$ cat src/sv/gpm_pkg.sv
`timescale 1ns / 1ps
// ----------------------------------------------------------------------------
// gpm_pkg
// shared constants, payload types and the decoded command word
// ----------------------------------------------------------------------------
package gpm_pkg;

	localparam int GRAN_SHIFT   = 18;
	localparam int MAP_GRANULES = 4096;
	localparam int DIO_SHIFT    = 12;
	localparam int OFF_W        = 48;
	localparam int TAG_W        = 32;
	localparam int QDEPTH       = 2;

	localparam int IDX_W     = $clog2(MAP_GRANULES);
	localparam int CNT_W     = IDX_W + 1;
	localparam int BIT_W     = 6;
	localparam int WORD_W    = 64;
	localparam int MAP_WORDS = MAP_GRANULES / WORD_W;
	localparam int WIDX_W    = (IDX_W > BIT_W) ? IDX_W - BIT_W : 1;
	localparam int GIDX_W    = OFF_W - GRAN_SHIFT;
	localparam int GEND_W    = OFF_W + 1 - GRAN_SHIFT;
	localparam int BYTE_W    = IDX_W + GRAN_SHIFT + 1;
	localparam int NPOW      = IDX_W - BIT_W + 1;

	localparam logic [OFF_W-1:0] SIZE_LIMIT = OFF_W'(MAP_GRANULES) << GRAN_SHIFT;
	localparam logic [OFF_W-1:0] GRAN_BYTES = OFF_W'(1) << GRAN_SHIFT;
	localparam logic [CNT_W-1:0] MIN_GRAN   = CNT_W'(WORD_W);

	localparam logic [1:0] ACT_READ     = 2'd0;
	localparam logic [1:0] ACT_WRITE    = 2'd1;
	localparam logic [1:0] ACT_MARK     = 2'd2;
	localparam logic [1:0] ACT_SHORTEN  = 2'd3;

	localparam logic [1:0] SRC_SERVER = 2'd0;
	localparam logic [1:0] SRC_ZERO   = 2'd1;
	localparam logic [1:0] SRC_CACHE  = 2'd2;

	localparam int CFG_IDX_W = 1;
	localparam logic [CFG_IDX_W-1:0] CFG_SERVER_EOF = 1'b0;
	localparam logic [CFG_IDX_W-1:0] CFG_INVAL      = 1'b1;

	typedef struct packed {
		logic [1:0]       action;
		logic [OFF_W-1:0] start_req;
		logic [OFF_W-1:0] length;
		logic [OFF_W-1:0] file_size;
		logic [TAG_W-1:0] inval_tag;
	} gpm_in_t;

	typedef struct packed {
		logic [1:0]       source;
		logic             write_to_cache;
		logic [OFF_W-1:0] out_start;
		logic [OFF_W-1:0] out_length;
		logic             no_space;
	} gpm_out_t;

	typedef struct packed {
		gpm_in_t           item;
		logic              beyond;
		logic [BYTE_W-1:0] lenc;
		logic [GIDX_W-1:0] gidx;
		logic [CNT_W-1:0]  need;
		logic [GEND_W-1:0] glast;
		logic [GEND_W-1:0] keep;
	} gpm_cmd_t;

endpackage

$ cat src/sv/gpm_front.sv
`timescale 1ns / 1ps
// ----------------------------------------------------------------------------
// gpm_front
// accepts request words and precomputes the item-local quantities
// ----------------------------------------------------------------------------
module gpm_front (
	input  logic           in_valid,
	output logic           in_ready,
	input  gpm_pkg::gpm_in_t in_data,
	input  logic           q_full,
	output logic           q_push,
	output gpm_pkg::gpm_cmd_t q_data
);
	import gpm_pkg::*;

	logic [OFF_W-1:0]  room;
	logic [OFF_W:0]    size;
	logic [OFF_W:0]    end_m1;
	logic [CNT_W-1:0]  gran;
	logic [CNT_W-1:0]  bits;
	logic [CNT_W-1:0]  need;

	assign in_ready = !q_full;
	assign q_push   = in_valid && !q_full;

	always_comb begin
		room = SIZE_LIMIT - in_data.start_req;
		size = {1'b0, in_data.file_size} + {1'b0, GRAN_BYTES} - (OFF_W+1)'(1);
		if (size > {1'b0, SIZE_LIMIT}) begin
			size = {1'b0, SIZE_LIMIT};
		end
		gran = CNT_W'(size >> GRAN_SHIFT);
		bits = (gran + CNT_W'(WORD_W - 1)) & ~CNT_W'(WORD_W - 1);
		need = CNT_W'(MAP_GRANULES);
		for (int i = NPOW - 1; i >= 0; i--) begin
			if (bits <= (MIN_GRAN << i)) begin
				need = MIN_GRAN << i;
			end
		end
		if (in_data.file_size <= (GRAN_BYTES << BIT_W)) begin
			need = MIN_GRAN;
		end
		end_m1 = {1'b0, in_data.start_req} + {1'b0, in_data.length} - (OFF_W+1)'(1);

		q_data.item   = in_data;
		q_data.beyond = in_data.start_req >= SIZE_LIMIT;
		q_data.lenc   = (in_data.length > room) ? room[BYTE_W-1:0]
			: in_data.length[BYTE_W-1:0];
		q_data.gidx   = in_data.start_req[OFF_W-1:GRAN_SHIFT];
		q_data.need   = need;
		q_data.glast  = (in_data.length == '0) ? GEND_W'(in_data.start_req[OFF_W-1:GRAN_SHIFT])
			: end_m1[OFF_W:GRAN_SHIFT];
		q_data.keep   = GEND_W'(({1'b0, in_data.file_size} + {1'b0, GRAN_BYTES}
			- (OFF_W+1)'(1)) >> GRAN_SHIFT);
	end

endmodule

$ cat config.mk
export PLATFORM = sky130hd
export DESIGN_NAME = gpm_front
export DESIGN_NICKNAME = d
export VERILOG_FILES = /design/src/sv/gpm_pkg.sv /design/src/sv/gpm_front.sv
export SDC_FILE = /design/constraint.sdc
export NUM_CORES = 1
export LEC_CHECK = 0
export BUFFER_PORTS_ARGS = -buffer_cell sky130_fd_sc_hd__buf_4
export CAP_MARGIN = 40
export CORE_AREA = 2 2 193 195
export DETAILED_ROUTE_END_ITERATION = 16
export DIE_AREA = 0 0 195 197
export PLACE_DENSITY = 0.46
export SKIP_LAST_GASP = 1
export SYNTH_ARGS = -nofsm -noshare
export SYNTH_HDL_FRONTEND = slang
export SYNTH_SLANG_ARGS = --single-unit
$ cat constraint.sdc
create_clock -name vclk -period 13.1
set_input_delay 1.965 -clock vclk [all_inputs]
set_output_delay 1.965 -clock vclk [all_outputs]
set_load 0.1 [all_outputs]
; Word level (Yosys, flattened, before mapping)
; Index checks and enable logic that the tools add are counted.
[totals]
ff_bits = 0
latch_bits = 0
ramBits = 0
romBits = 0
input_bits = 180
output_inout_bits = 317
n_memories = 0
[classes]
n_addsub = 6
multipliers = 0
div = 0
order_cmp = 10
n_eq_ne = 0
n_shift = 0
n_mux = 10
bitwise_logic = 0
n_reduce_logical = 3
[ops]
columns = op, n
row1 = subtractor 49 x 1 -> 49 bit (second input constant), 2
row2 = two-way mux 31 bit, 3
row3 = two-way mux 13 bit, 7
row4 = adder 48 x 19 -> 49 bit (second input constant), 1
row5 = adder 48 x 48 -> 49 bit, 1
row6 = greater-than comparator 49 x 31 -> 1 bit (second input constant), 1
row7 = >= comparator 48 x 31 -> 1 bit (second input constant), 1
row8 = greater-than comparator 48 bit, 1
row9 = less-or-equal comparator 48 x 25 -> 1 bit (second input constant), 1
row10 = zero test 48 bit, 1
row11 = subtractor 31 x 48 -> 48 bit (first input constant), 1
row12 = adder 13 x 6 -> 13 bit (second input constant), 1
row13 = less-or-equal comparator 13 x 10 -> 1 bit (second input constant), 1
row14 = less-or-equal comparator 13 x 11 -> 1 bit (second input constant), 1
row15 = less-or-equal comparator 13 x 12 -> 1 bit (second input constant), 1
row16 = less-or-equal comparator 13 x 7 -> 1 bit (second input constant), 1
row17 = less-or-equal comparator 13 x 8 -> 1 bit (second input constant), 1
row18 = less-or-equal comparator 13 x 9 -> 1 bit (second input constant), 1
row19 = logical AND 1 bit, 1
row20 = zero test 1 bit, 1

; Depth between registers and ports, before layout
[logic_depth]
word_depth = 13
ltp_mapped = 23

; Worst setup path after synthesis
; Ideal clock, no wire load.
[synth_timing]
kind = input to output
start = input port in_data[149] (netlist bit)
end = output port q_data[105] (netlist bit)
arrival_ns = 7.668
slack_ns = 3.467
path_stages = 22
path_cell_list = or4_4 or4_4 nor4_4 nand3b_2 o21ai_4 nand2_2 nor4_4 nand4_1 xnor2_1 ha_1 a21o_1 a21o_1 a21o_1 a21o_1 a21oi_1 nor2b_1 o21ai_0 a21boi_0 a311o_1 clkbuf_1 clkbuf_1 mux2i_1
[synth_lines]
columns = item, line
row1 = "start, declared", gpm_front.sv:9  ; input gpm_pkg::gpm_in_t in_data,
row2 = "end, declared", gpm_front.sv:12  ; output gpm_pkg::gpm_cmd_t q_data

==> results.cfg <==
[min_path]
tightest_hold_check_type = in -> out
hold_start = in_data[0]
timing.hold.worst_path_depth = 0

[sta]
maxSlewHeadroom = 0.561
period_share = 0.709
setup_tns_ps = 0
hold_viol = 0
tightest_slew_ps = 652
drv_slew = 0
max_freq_mhz = 108
rsz0062_at_grt = no
min_period_ps = 9280
final.hold.worst_slack_ps = 3930
finalSetupViolations = 0

[critical_path]
crit_fanout = 21
critPathSlowestCell = nor4_2
worst_path_largest_cell_delay_ps = 600
crit_path_end_kind = output port
timing.critical_path.arrival_ps = 7320
critical_path.startpoint_type = input pin
timing.critical_path.required_ps = 11140
most_common_cell_on_crit_path = a21o_1
cp-startpoint = in_data[130]
path_cells = buf_4 > nor4_2 > nand2_1 > nor4_4 > nand3b_2 > o21ai_4 > nand2_2 > nor4_4 > nand4_1 > xnor2_1 > ha_1 > a21o_1 > a21o_1 > a21o_1 > a21o_1 > a21oi_1 > nor2b_1 > o21ai_0 > a21boi_0 > a311o_2 > buf_12 > mux2i_1 > buf_4
worst-setup-path-type = in -> out

[global_routing]
number_of_antenna_violations_at_the_first_check_in_global_routing = 0
grt_usage = 0.162
first_global_vias = 8261
grt_start_max_net_pins = 53
grt_overflow_total = 0
wire_length_of_the_first_global_routing_pass_um = 49000

[power_and_ir_drop]
combinationalPowerShare = 1.000
switching_share = 0.772
net-switching-power_uw = 818
ir_drop_mv = 0.0475
clock_power_share = 0
static-leakage-power_nw = 5.60
sequential_cell_fraction_of_total_power = 0
internal-power_uw = 242
power.density_mw_per_mm2 = 100
total_power_mw = 1.06

[place]
dpl.cell_count = 1873
numPortBuffers = 423
dp_hpwl_um = 29700
place_congestion = 0.874

[clock_network]
post_cts_resized = 0
holdBufCountCts = 0
setup_bufs_post_cts = 0

[yosys]
synth.avg_cell_area_um2 = 6.97
synth_warnings = 0
netlist_area_mm2 = 0.00844
post-synth-top-area-fraction = 0.212
synth_seq_area_share = 0
synth_top_cells_by_area = ha_1 (21%), buf_4 (19%), inv_1 (9.1%)
count_of_unique_library_cells_instantiated_by_yosys = 68
synthesis.instances = 1212
synth_area_leader_cell = ha_1

[die]
vertical_die_dimension_um = 197
core_area_mm2 = 0.0363
initial_core_util = 0.233
number_of_placement_rows = 70
width_of_the_die_um = 195
number_of_top_level_design_ports = 497
design.die.area_mm2 = 0.0384

[final_layout]
area_delta_synth_final_pct = 25.1
antenna_cells_inserted = 0
final_net_count = 1730
clockBufferCount = 0
post_route_cells_drive_above_1_share = 0.327
filler_cell_count = 4076
count_of_flip_flops_and_latches = 0
instances_no_fill = 1873
final-seq-area_um2 = 0

[detailed_routing]
vias_per_cell = 4.48
route.antenna.remaining_nets = 0
drt_pass1_iterations = 4
drc = 0
route.final.wire_length_um = 33400
route.vias.total = 8396
drt_iter0_drc = 228
route.detailed.wl_per_inst_um = 17.9

[outcome]
run_status = finished clean

[flow_run]
timing.max_cap.violations = 0
==> area by class of cell <==
cell class | instances | area (µm²) | share of cell area
Inverter | 205 | 769 | 0.0729
Multi-Input combinational cell | 774 | 5990 | 0.567
Timing Repair Buffer | 426 | 3210 | 0.304
Tap cell | 468 | 586 | 0.0555
==> layer usage <==
layer / wire length, µm / GRT usage / vias up
li1: - / - / 4261
met1: 15200 / 0.213 / 3862
met2: 16400 / 0.292 / 237
met3: 1350 / 0.0127 / 36
met4: 571 / 0.0263 / 0
met5: 0 / 0 / -
==> power groups by stage <==
| stage | registers, mW | clock network (mW) | logic, mW |
|---|---|---|---|
| 6_report | 0 | 0 | 1.06 |
| 5_1_grt | 0 | 0 | 1.11 |
| 4_1_cts | 0 | 0 | 1.07 |
| 3_5_place_dp | 0 | 0 | 1.06 |
| 3_3_place_gp | 0 | 0 | 1.06 |
| 2_1_floorplan | 0 | 0 | 0.898 |
==> kinds of logic (layout without fill, tap and decap cells) <==
logic type,Yosys count,after routing,synth area share
buffers and inverters,443,631,0.293
AOI/OAI and AO/OA,178,178,0.138
and+or+nand+nor,313,313,0.212
muxes,34,34,0.0403
other,1,6,0.000444
xor gates and xnor gates,100,100,0.104
adders and majority gates,143,143,0.212
==> metrics by stage <==
step	setup WS [ps]	instance area, µm²	util
4_1_cts	3720	10600	0.291
3_5_place_dp	3720	10600	0.291
2_1_floorplan	3470	8460	-
6_report	3820	10600	0.291
5_1_grt	3340	10600	0.291
3_3_place_gp	3830	10500	0.290
==> cell usage after synthesis (all sizes together), types with 17 or more instances <==
| library cell | count |
|---|---|
| clkbuf | 18 |
| nand2 | 76 |
| buf | 220 |
| nor3 | 23 |
| ha | 143 |
| o21ai | 48 |
| nand4 | 29 |
| xor2 | 24 |
| nand3 | 29 |
| and3 | 17 |
| nor4 | 28 |
| mux2i | 34 |
| a21o | 33 |
| xnor2 | 76 |
| inv | 205 |
| a21oi | 44 |
| nor2 | 43 |
==> critical path, delay by kind of cell <==
| kind | cells | cell delay [ps] |
|---|---|---|
| AO/OA/AOI/OAI | 9 | 1750 |
| AND/OR/NAND/NOR | 8 | 2220 |
| multiplexers | 1 | 190 |
| adder cells (fa/ha/maj) | 1 | 290 |
| XOR/XNOR | 1 | 160 |
| buffers and inverters | 3 | 710 |
==> final timing paths <==
check,endpoint,slack (ps)
worst max-delay path,q_data[126],3820
worst min-delay path,q_data[137],3930
==> layout by cell type, fill, tap and decap left out, types with 17 or more instances in the layout <==
cell,n
nor4_1,23
xnor2_1,76
ha_1,143
nand4_1,29
a21oi_1,44
nand2_1,74
inv_1,205
mux2i_1,34
nor2_1,43
buf_4,424
and3_1,17
o21ai_0,42
xor2_1,24
a21o_1,33
nand3_1,28
nor3_1,18
(Power assumes the default switching activity.)
