<file path="src/sv/gpm_pkg.sv">
`timescale 1ns / 1ps
// ----------------------------------------------------------------------------
// gpm_pkg
// shared constants, payload types and the decoded command word
// ----------------------------------------------------------------------------
package gpm_pkg;

	localparam int GRAN_SHIFT   = 18;
	localparam int MAP_GRANULES = 4096;
	localparam int DIO_SHIFT    = 12;
	localparam int OFF_W        = 48;
	localparam int TAG_W        = 32;
	localparam int QDEPTH       = 2;

	localparam int IDX_W     = $clog2(MAP_GRANULES);
	localparam int CNT_W     = IDX_W + 1;
	localparam int BIT_W     = 6;
	localparam int WORD_W    = 64;
	localparam int MAP_WORDS = MAP_GRANULES / WORD_W;
	localparam int WIDX_W    = (IDX_W > BIT_W) ? IDX_W - BIT_W : 1;
	localparam int GIDX_W    = OFF_W - GRAN_SHIFT;
	localparam int GEND_W    = OFF_W + 1 - GRAN_SHIFT;
	localparam int BYTE_W    = IDX_W + GRAN_SHIFT + 1;
	localparam int NPOW      = IDX_W - BIT_W + 1;

	localparam logic [OFF_W-1:0] SIZE_LIMIT = OFF_W'(MAP_GRANULES) << GRAN_SHIFT;
	localparam logic [OFF_W-1:0] GRAN_BYTES = OFF_W'(1) << GRAN_SHIFT;
	localparam logic [CNT_W-1:0] MIN_GRAN   = CNT_W'(WORD_W);

	localparam logic [1:0] ACT_READ     = 2'd0;
	localparam logic [1:0] ACT_WRITE    = 2'd1;
	localparam logic [1:0] ACT_MARK     = 2'd2;
	localparam logic [1:0] ACT_SHORTEN  = 2'd3;

	localparam logic [1:0] SRC_SERVER = 2'd0;
	localparam logic [1:0] SRC_ZERO   = 2'd1;
	localparam logic [1:0] SRC_CACHE  = 2'd2;

	localparam int CFG_IDX_W = 1;
	localparam logic [CFG_IDX_W-1:0] CFG_SERVER_EOF = 1'b0;
	localparam logic [CFG_IDX_W-1:0] CFG_INVAL      = 1'b1;

	typedef struct packed {
		logic [1:0]       action;
		logic [OFF_W-1:0] start_req;
		logic [OFF_W-1:0] length;
		logic [OFF_W-1:0] file_size;
		logic [TAG_W-1:0] inval_tag;
	} gpm_in_t;

	typedef struct packed {
		logic [1:0]       source;
		logic             write_to_cache;
		logic [OFF_W-1:0] out_start;
		logic [OFF_W-1:0] out_length;
		logic             no_space;
	} gpm_out_t;

	typedef struct packed {
		gpm_in_t           item;
		logic              beyond;
		logic [BYTE_W-1:0] lenc;
		logic [GIDX_W-1:0] gidx;
		logic [CNT_W-1:0]  need;
		logic [GEND_W-1:0] glast;
		logic [GEND_W-1:0] keep;
	} gpm_cmd_t;

endpackage

</file>
<file path="src/sv/gpm_queue.sv">
`timescale 1ns / 1ps
// ----------------------------------------------------------------------------
// gpm_queue
// short command queue between the front and the back
// ----------------------------------------------------------------------------
module gpm_queue #(
	parameter int DEPTH = gpm_pkg::QDEPTH
) (
	input  logic              clk,
	input  logic              arst_n,
	input  logic              push,
	input  gpm_pkg::gpm_cmd_t push_data,
	output logic              full,
	input  logic              pop,
	output logic              valid,
	output gpm_pkg::gpm_cmd_t pop_data
);
	import gpm_pkg::*;

	localparam int PTR_W = (DEPTH > 1) ? $clog2(DEPTH) : 1;

	gpm_cmd_t             slot_q [DEPTH];
	logic [PTR_W-1:0]     wr_q;
	logic [PTR_W-1:0]     rd_q;
	logic [PTR_W:0]       cnt_q;

	assign full     = cnt_q == (PTR_W+1)'(DEPTH);
	assign valid    = cnt_q != '0;
	assign pop_data = slot_q[rd_q];

	always_ff @(posedge clk) begin
		if (push) begin
			slot_q[wr_q] <= push_data;
		end
	end

	always_ff @(posedge clk or negedge arst_n) begin
		if (!arst_n) begin
			wr_q  <= '0;
			rd_q  <= '0;
			cnt_q <= '0;
		end else begin
			if (push) begin
				wr_q <= (wr_q == PTR_W'(DEPTH - 1)) ? '0 : wr_q + PTR_W'(1);
			end
			if (pop) begin
				rd_q <= (rd_q == PTR_W'(DEPTH - 1)) ? '0 : rd_q + PTR_W'(1);
			end
			cnt_q <= cnt_q + (PTR_W+1)'(push) - (PTR_W+1)'(pop);
		end
	end

endmodule

</file>
<file path="config.mk">
export PLATFORM = sky130hd
export DESIGN_NAME = gpm_queue
export DESIGN_NICKNAME = d
export VERILOG_FILES = /design/src/sv/gpm_pkg.sv /design/src/sv/gpm_queue.sv
export SDC_FILE = /design/constraint.sdc
export NUM_CORES = 1
export LEC_CHECK = 0
export ABC_CLOCK_PERIOD_IN_PS = 48300
export BUFFER_PORTS_ARGS = -buffer_cell sky130_fd_sc_hd__buf_2
export CAP_MARGIN = 10
export CORE_MARGIN = 3
export CORE_UTILIZATION = 35
export CTS_BUF_LIST = sky130_fd_sc_hd__clkbuf_4
export DETAILED_ROUTE_END_ITERATION = 7
export SYNTH_ARGS = -nofsm -noshare
export SYNTH_HDL_FRONTEND = slang
export SYNTH_SLANG_ARGS = --single-unit
</file>
<file path="constraint.sdc">
create_clock -name clk -period 48.3 [get_ports clk]
set_clock_uncertainty 0.2 [all_clocks]
set_input_delay 12.075 -clock clk [delete_from_list [all_inputs] [get_ports clk]]
set_output_delay 12.075 -clock clk [all_outputs]
set_load 0.01 [all_outputs]
</file>
* Word-level counts from Yosys, hierarchy flattened *
Memory sizes are Yosys's and may differ from the RTL's.
Index checks and enable logic that the tools add are counted.

storage, ports and cells
  memory bits (read-only) = 0
  output and inout bits = 317
  bits in latches = 0
  memories = 1
  bits of input ports = 319
  bits in registers = 4
  word-level logic and storage cells = 14
  RAM bits = 630

memories
  name    depth  bits a word  rd ports  clocked after memory_dff  write ports  line             RTL
  slot_q  2      315          1         0                         1            gpm_queue.sv:22  gpm_cmd_t slot_q [DEPTH];

operators by class
  $mul = 0
  reduce and logical (&&, ||, !) cells = 1
  $lt $le $gt $ge = 0
  add/subtract/negate cells = 4
  muxes and demuxes = 4
  bitwise operators = 0
  equal/unequal tests = 1
  shift operators = 0
  divide/modulo/power cells = 0

operator list
  operator                                     number
  two-way mux 1 bit                            4
  adder 1 bit (second input constant)          2
  adder 2 x 1 -> 2 bit                         1
  equality test 2 bit (second input constant)  1
  nonzero test 2 bit                           1
  subtractor 2 x 1 -> 2 bit                    1

* Depth between registers and ports, before layout *
Gate-level depths: netlist (run 1).

  depth after elaboration = 2
  gate-level depth with buffers = 5
  depth with buffers taken out = 5

* Worst setup path after synthesis (run 1) *
OpenSTA, ideal clock, no wires.

  kind = input port to flip-flop
  start point = in push
  end point = mem slot_q[0][0] (netlist bit) (enable)
  data arrival time = 25.611 ns
  path buffers = 0
  setup slack = 21.454 ns
  required time = 47.064 ns
  library setup time = 1.036 ns
  stages = 1
  cells stage by stage = nor2b_1

between the ends
  longest elaborated chain between the ends = 2

ends and longest elaborated chain
  item                                     line             RTL
  start: declaration                       gpm_queue.sv:11  input logic push,
  two-way mux 1 bit                        gpm_queue.sv:32  if (push) begin
  two-way mux 1 bit (not written as such)  gpm_queue.sv:33  slot_q[wr_q] <= push_data;
  end: declaration                         gpm_queue.sv:22

Every way passes these cells.

==> results of run 1 <==
[metrics by stage]
| step | setup WS (ns) | std cells | hold WS [ns] |
|---|---|---|---|
| 6_report | 31.00 | 2770 | 0.3538 |
| 3_5_place_dp | 31.91 | 2480 | 0.3519 |
| 5_1_grt | 30.62 | 2770 | 0.3643 |
| 4_1_cts | 30.78 | 2759 | 0.3570 |
| 2_1_floorplan | 21.45 | 995 | 0.2531 |
| 3_3_place_gp | 31.98 | 2480 | 0.3324 |
[logic make-up (layout without fill, tap and decap cells)]
kind of cell / count (synthesis) / count (layout)
xor gates and xnor gates: 3 / 3
adders and majority gates: 2 / 2
buffers and inverters: 37 / 928
DFF: 634 / 634
muxes: 315 / 315
other: 0 / 11
and+or+nand+nor: 4 / 4
[power breakdown]
| part | internal, W | total, W | switching [W] |
|---|---|---|---|
| Clock | 0.000237 | 0.000447 | 0.000210 |
| Combinational | 0.000266 | 0.000548 | 0.000282 |
| Sequential | 0.000732 | 0.000764 | 0.0000323 |
| Total | 0.00123 | 0.00176 | 0.000524 |
[state kept, by name, indices dropped and copies added, names as in the netlist]
register,count
cnt_q,2
slot_q,630
rd_q,1
wr_q,1
[cell usage after synthesis]
library cell | count | area (um2)
ha_1 | 2 | 25.02
mux2_2 | 75 | 844.6
mux2_4 | 240 | 3603
or2_2 | 1 | 6.260
edfxtp_1 | 630 | 18920
nor2b_1 | 2 | 12.51
dfrtp_1 | 4 | 100.1
inv_1 | 2 | 7.510
and2_1 | 1 | 6.260
buf_2 | 7 | 35.03
buf_6 | 28 | 315.3
xor3_1 | 1 | 23.77
xor2_1 | 2 | 17.52
[path summary, 6_finish.rpt]
check | from | to | slack, ns | cells past startpoint
setup / recovery | rd_q | pop_data[303] | 31.00 | 5
hold / removal | wr_q | wr_q | 0.35 | 1
setup reg to reg | wr_q | slot_q[0][279] | 44.52 | 4
hold reg to reg | wr_q | wr_q | 0.35 | 1
max in group asynchronous | arst_n | rd_q | 37.02 | 1
min in group asynchronous | arst_n | cnt_q[1] | 10.74 | 1
[critical path, delay by kind of cell, from the launching register on]
family | cells | cell delay, ns
buffers and inverters | 4 | 2.66
DFF | 1 | 0.88
muxes | 1 | 0.42
[final cells by class]
cell class	instances	area share
Sequential cell	634	0.6337
Timing Repair Buffer	647	0.1093
Antenna cell	11	0.0009170
Inverter	2	0.0002501
Multi-Input combinational cell	324	0.1516
Tap cell	873	0.03639
Clock inverter	41	0.008378
Clock buffer	238	0.05952
[metal layers]
metal  vias up  routed length, um  global-route usage
met5         -                 93                   0
met4        14               1603             0.06876
met3       137               4906             0.06633
met2       511              28640              0.2567
met1      6028              19150              0.1490
li1       5668                  -                   -
==> results.toml, run 1 <==
[cells_and_area]
utilization = 0.4454
layout-drive-gt1-share = 0.6463
seqCellArea_um2 = 19020
syn_to_final_growth_pct = 25.52
mostFrequentLayoutCells = "buf_2, edfxtp_1, mux2_4, clkbuf_4, mux2_2"
fillers = 5968
layout_commonest_cell = "buf_2"
multi_input_area_um2 = 4549
final_nets = 2096
fin_area_um2 = 30020

[clock_tree]
clock_sinks = 634
clk-insertion-delay-late_ns = 0.93
cts.reportedPaths.clkPinSlew_ns = 0.06
htree_levels = 4
post_cts_buffers = 0
cts_tree = "built"
root_buffer = "clkbuf_4"
cts_resized = 0
cts_buffers = 166
cts_buffer_depth = 3
hold_buffers = 0

[die]
fp-row-count = 95
dieArea_um2 = 71500
die_w_um = 267.4
coreArea_um2 = 67400
io_pins = 636
initial_core_util = 0.3549
die_h_um = 267.4

[global_route]
grt_max_degree = 169
grt_pass1_vias = 13349
grt-ovfl-total = 0
track_usage = 0.1465
grt_pass1_wl_um = 78220
antenna_found_initial = 24

[timing]
rsz0062_at_grt = "no"
worst_pin_slew_ns = 1.147
hold_violations = 0
setup_viol = 0
fmax_mhz = 57.80
min_period_ns = 17.30
slew_viol_final = 0
setup_tns_ns = 0
fin_crit_sh = 0.3582
slew_headroom = 0.2350

[pwr]
cellLeakagePower_nw = 12.06
power_density_nw_per_um2 = 58.58
totalPowerFinal_w = 0.001759
vdd_drop_max_v = 0.00004713

[yosys]
synthesis.nets = 1316
syn_area_per_cell_um2 = 24.04
synthSimpleGateAreaFrac = 0.001046
synth-xor-area-share = 0.001726
yosys.area_share.adder = 0.001046
synth-compound-area-share = 0
ys_ff_latch = 634
syn_inst = 995
synthMuxAreaShare = 0.1860
seq_area_frac_synth = 0.7952
ys_warn_count = 0
ys_types = 13
synthesis.area_um2 = 23920
synth_top_family_by_area = "multiplexers"

[place]
port_buffers = 635
postPlaceCellArea_um2 = 27950
dpl.hpwl_um = 37360
gp_congestion = 0.7736

[detailed_routing]
remaining_drc_errors = 0
wl_um = 54390
num_vias = 12358
firstDrtPassIters = 4
wl_per_cell_um = 19.64
drtIter0Drc = 657
ant_nets = 0
drt-vias-per-instance = 4.461

[worst_setup_path]
crit_chain = "buf_4 -> buf_4 -> buf_4 -> mux2_2 -> buf_2"
slowest_delay_ns = 0.88
crit_path_start_kind = "flip-flop"
arrival_ns = 5.03
critPathCaptureType = "primary output"
slowest_stage = "dfrtp_4"
critical_path_class = "flip-flop to primary output"
crit_path_max_fanout = 55
crit_required_ns = 36.03
cp_common_cell = "buf_4"

[min_path]
holdCritPathClass = "flip-flop to flip-flop"

[status]
status = "finished clean"

[flow_run]
maxCapViolations = 0
(Power assumes the default switching activity.)
==> run 2: changes to the inputs <==
Settings changed: ABC_AREA from default to 1, ABC_CLOCK_PERIOD_IN_PS 48300 to 14700.
Clock period 48.3 ns to 14.7 ns, I/O delays scaled along.
==> results.toml, run 2 <==
[status]
status = "finished clean"

[clock_tree]
post_cts_buffers = 0
clock_sinks = 634
cts_resized = 0
hold_buffers = 0
root_buffer = "clkbuf_4"
cts_buffers = 163
htree_levels = 4
clk-insertion-delay-late_ns = 0.92
cts.reportedPaths.clkPinSlew_ns = 0.06
cts_buffer_depth = 3
cts_tree = "built"

[worst_setup_path]
path_buf_inv = 3
critical_path_class = "flip-flop to primary output"
cp-endpoint = "pop_data[71]"
crit_chain = "buf_12 -> buf_4 -> o21ai_0 -> buf_2"
cp_top_family = "buffers and inverters"
crit_required_ns = 10.82
rr_worst_depth = 4
rrSetupSlack_ns = 11.09
critPathCaptureType = "primary output"
r2r_start = "wr_q"
crit_path_max_fanout = 225
slowest_stage = "buf_4"
critical_path_cell_count = 4
arrival_ns = 3.85
worstSetupStartpoint = "rd_q"
crit_path_start_kind = "flip-flop"
slowest_delay_ns = 0.82
r2r_end = "slot_q[0][53]"

[timing]
fin_crit_sh = 0.5252
fmax_mhz = 129.5
slew_viol_final = 0
rsz0062_at_grt = "no"
setup_viol = 0
slew_headroom = 0.2566
setup_ws_ns = 6.980
hold_violations = 0
setup_tns_ns = 0
worst_pin_slew_ns = 1.115
min_period_ns = 7.720

[yosys]
synth-edff-count = 630
ys_warn_count = 0
synth_most_common_cell = "edfxtp_1"
ys.flop_type = "edfxtp_1"
synthesis.area_um2 = 23640
synthesis.nets = 1991
synth_top_area_share = 0.8001
synth_common_cells = "edfxtp_1, inv_1, nand2_1"
syn_area_per_cell_um2 = 14.16
async_flop_share = 0.006309
ys_types = 14
syn_inst = 1670
ys_ff_latch = 634
seq_area_frac_synth = 0.8044
synthTopCellsByArea = "edfxtp_1, o21ai_0, inv_1, nand2_1, buf_6"
yosysTopAreaCell = "edfxtp_1"

[detailed_routing]
remaining_drc_errors = 0
wl_um = 58810
wl_per_cell_um = 17.25
num_vias = 14955
ant_nets = 0
firstDrtPassIters = 5
drt-vias-per-instance = 4.386
drtIter0Drc = 980

[place]
port_buffers = 635
dpl.hpwl_um = 41200
dp_slack_ns = 7.600
gp_congestion = 0.8195
postPlaceCellArea_um2 = 27450

[die]
io_pins = 636
fp-row-count = 94
dieArea_um2 = 70710
initial_core_util = 0.3564
coreArea_um2 = 66330
die_w_um = 265.9
die_h_um = 265.9

[cells_and_area]
layout_commonest_cell = "buf_2"
largest_reg_flops = 630
final_nets = 2732
layout-drive-gt1-share = 0.3559
reg_top3 = "slot_q x630, cnt_q x2"
syn_to_final_growth_pct = 25.04
mostFrequentLayoutCells = "buf_2, edfxtp_1, nand2_1, inv_1, o21ai_0"
largest-register = "slot_q"
fin_area_um2 = 29560

[pwr]
vdd_drop_max_v = 0.0001604
cellLeakagePower_nw = 12.69
power_density_nw_per_um2 = 190.3

[global_route]
grt-ovfl-total = 0
grt_max_degree = 237
grt_pass1_vias = 15321
grt_pass1_wl_um = 86360
antenna_found_initial = 34
track_usage = 0.1622

[min_path]
hold_depth = 1
holdCritPathClass = "flip-flop to flip-flop"

[flow_run]
maxCapViolations = 0
[run 2: changes by cell type in the layout (fill, tap and decap cells not counted), moves of 4 or more]
cell	before	now
mux2_2	75	0
o21ai_0	0	257
mux2_4	240	0
inv_6	6	2
nand2_1	0	322
inv_1	2	321
diode_2	11	20
clkbuf_4	238	232
clkinv_1	26	30
o21ai_1	0	58
[run 2: worst min path at each step]
stage	start	endpoint
2_1_floorplan	wr_q	wr_q
3_3_place_gp	wr_q	wr_q
3_5_place_dp	wr_q	wr_q
4_1_cts	wr_q	wr_q
5_1_grt	wr_q	wr_q
6_report	wr_q	wr_q
[run 2: final cells by class]
cell class / count / area (um2)
Multi-Input combinational cell: 644 / 2848
Inverter: 322 / 1216
Sequential cell: 634 / 19020
Clock buffer: 232 / 1742
Tap cell: 864 / 1081
Clock inverter: 48 / 319.1
Timing Repair Buffer: 646 / 3286
Fill cell: 6161 / 36770
Antenna cell: 20 / 50.05
[run 2: routing by layer]
layer | GRT usage | part of all wire | vias to the layer above
met3 | 0.08071 | 0.11 | 128
met1 | 0.1698 | 0.37 | 6951
met5 | 0 | 0.0026 | -
li1 | - | - | 7269
met2 | 0.2773 | 0.50 | 583
met4 | 0.06758 | 0.023 | 24
[run 2: cell families after synthesis]
kind of cell	synth area share
AO/OA/AOI/OAI	0.06668
XOR/XNOR	0.0007410
flip-flops	0.8044
buffers and inverters	0.07551
AND/OR/NAND/NOR	0.05165
adder cells (fa/ha/maj)	0.001058
[run 2: metrics by stage]
step           utilization  hold slack, ns  cells  power [W]
6_report            0.4457          0.3806   3410   0.005626
5_1_grt             0.4454          0.3925   3403   0.006006
4_1_cts             0.4449          0.3755   3390   0.005736
3_5_place_dp        0.4139          0.3642   3110   0.004222
3_3_place_gp        0.4139          0.3378   3110   0.004189
2_1_floorplan            -          0.2791   1670   0.003621
[run 2: report_power, final]
group	switching [W]	internal, W	leakage, nW
Combinational	0.00113	0.000513	5.51
Sequential	0.0000985	0.00240	5.96
Clock	0.000685	0.000796	1.22
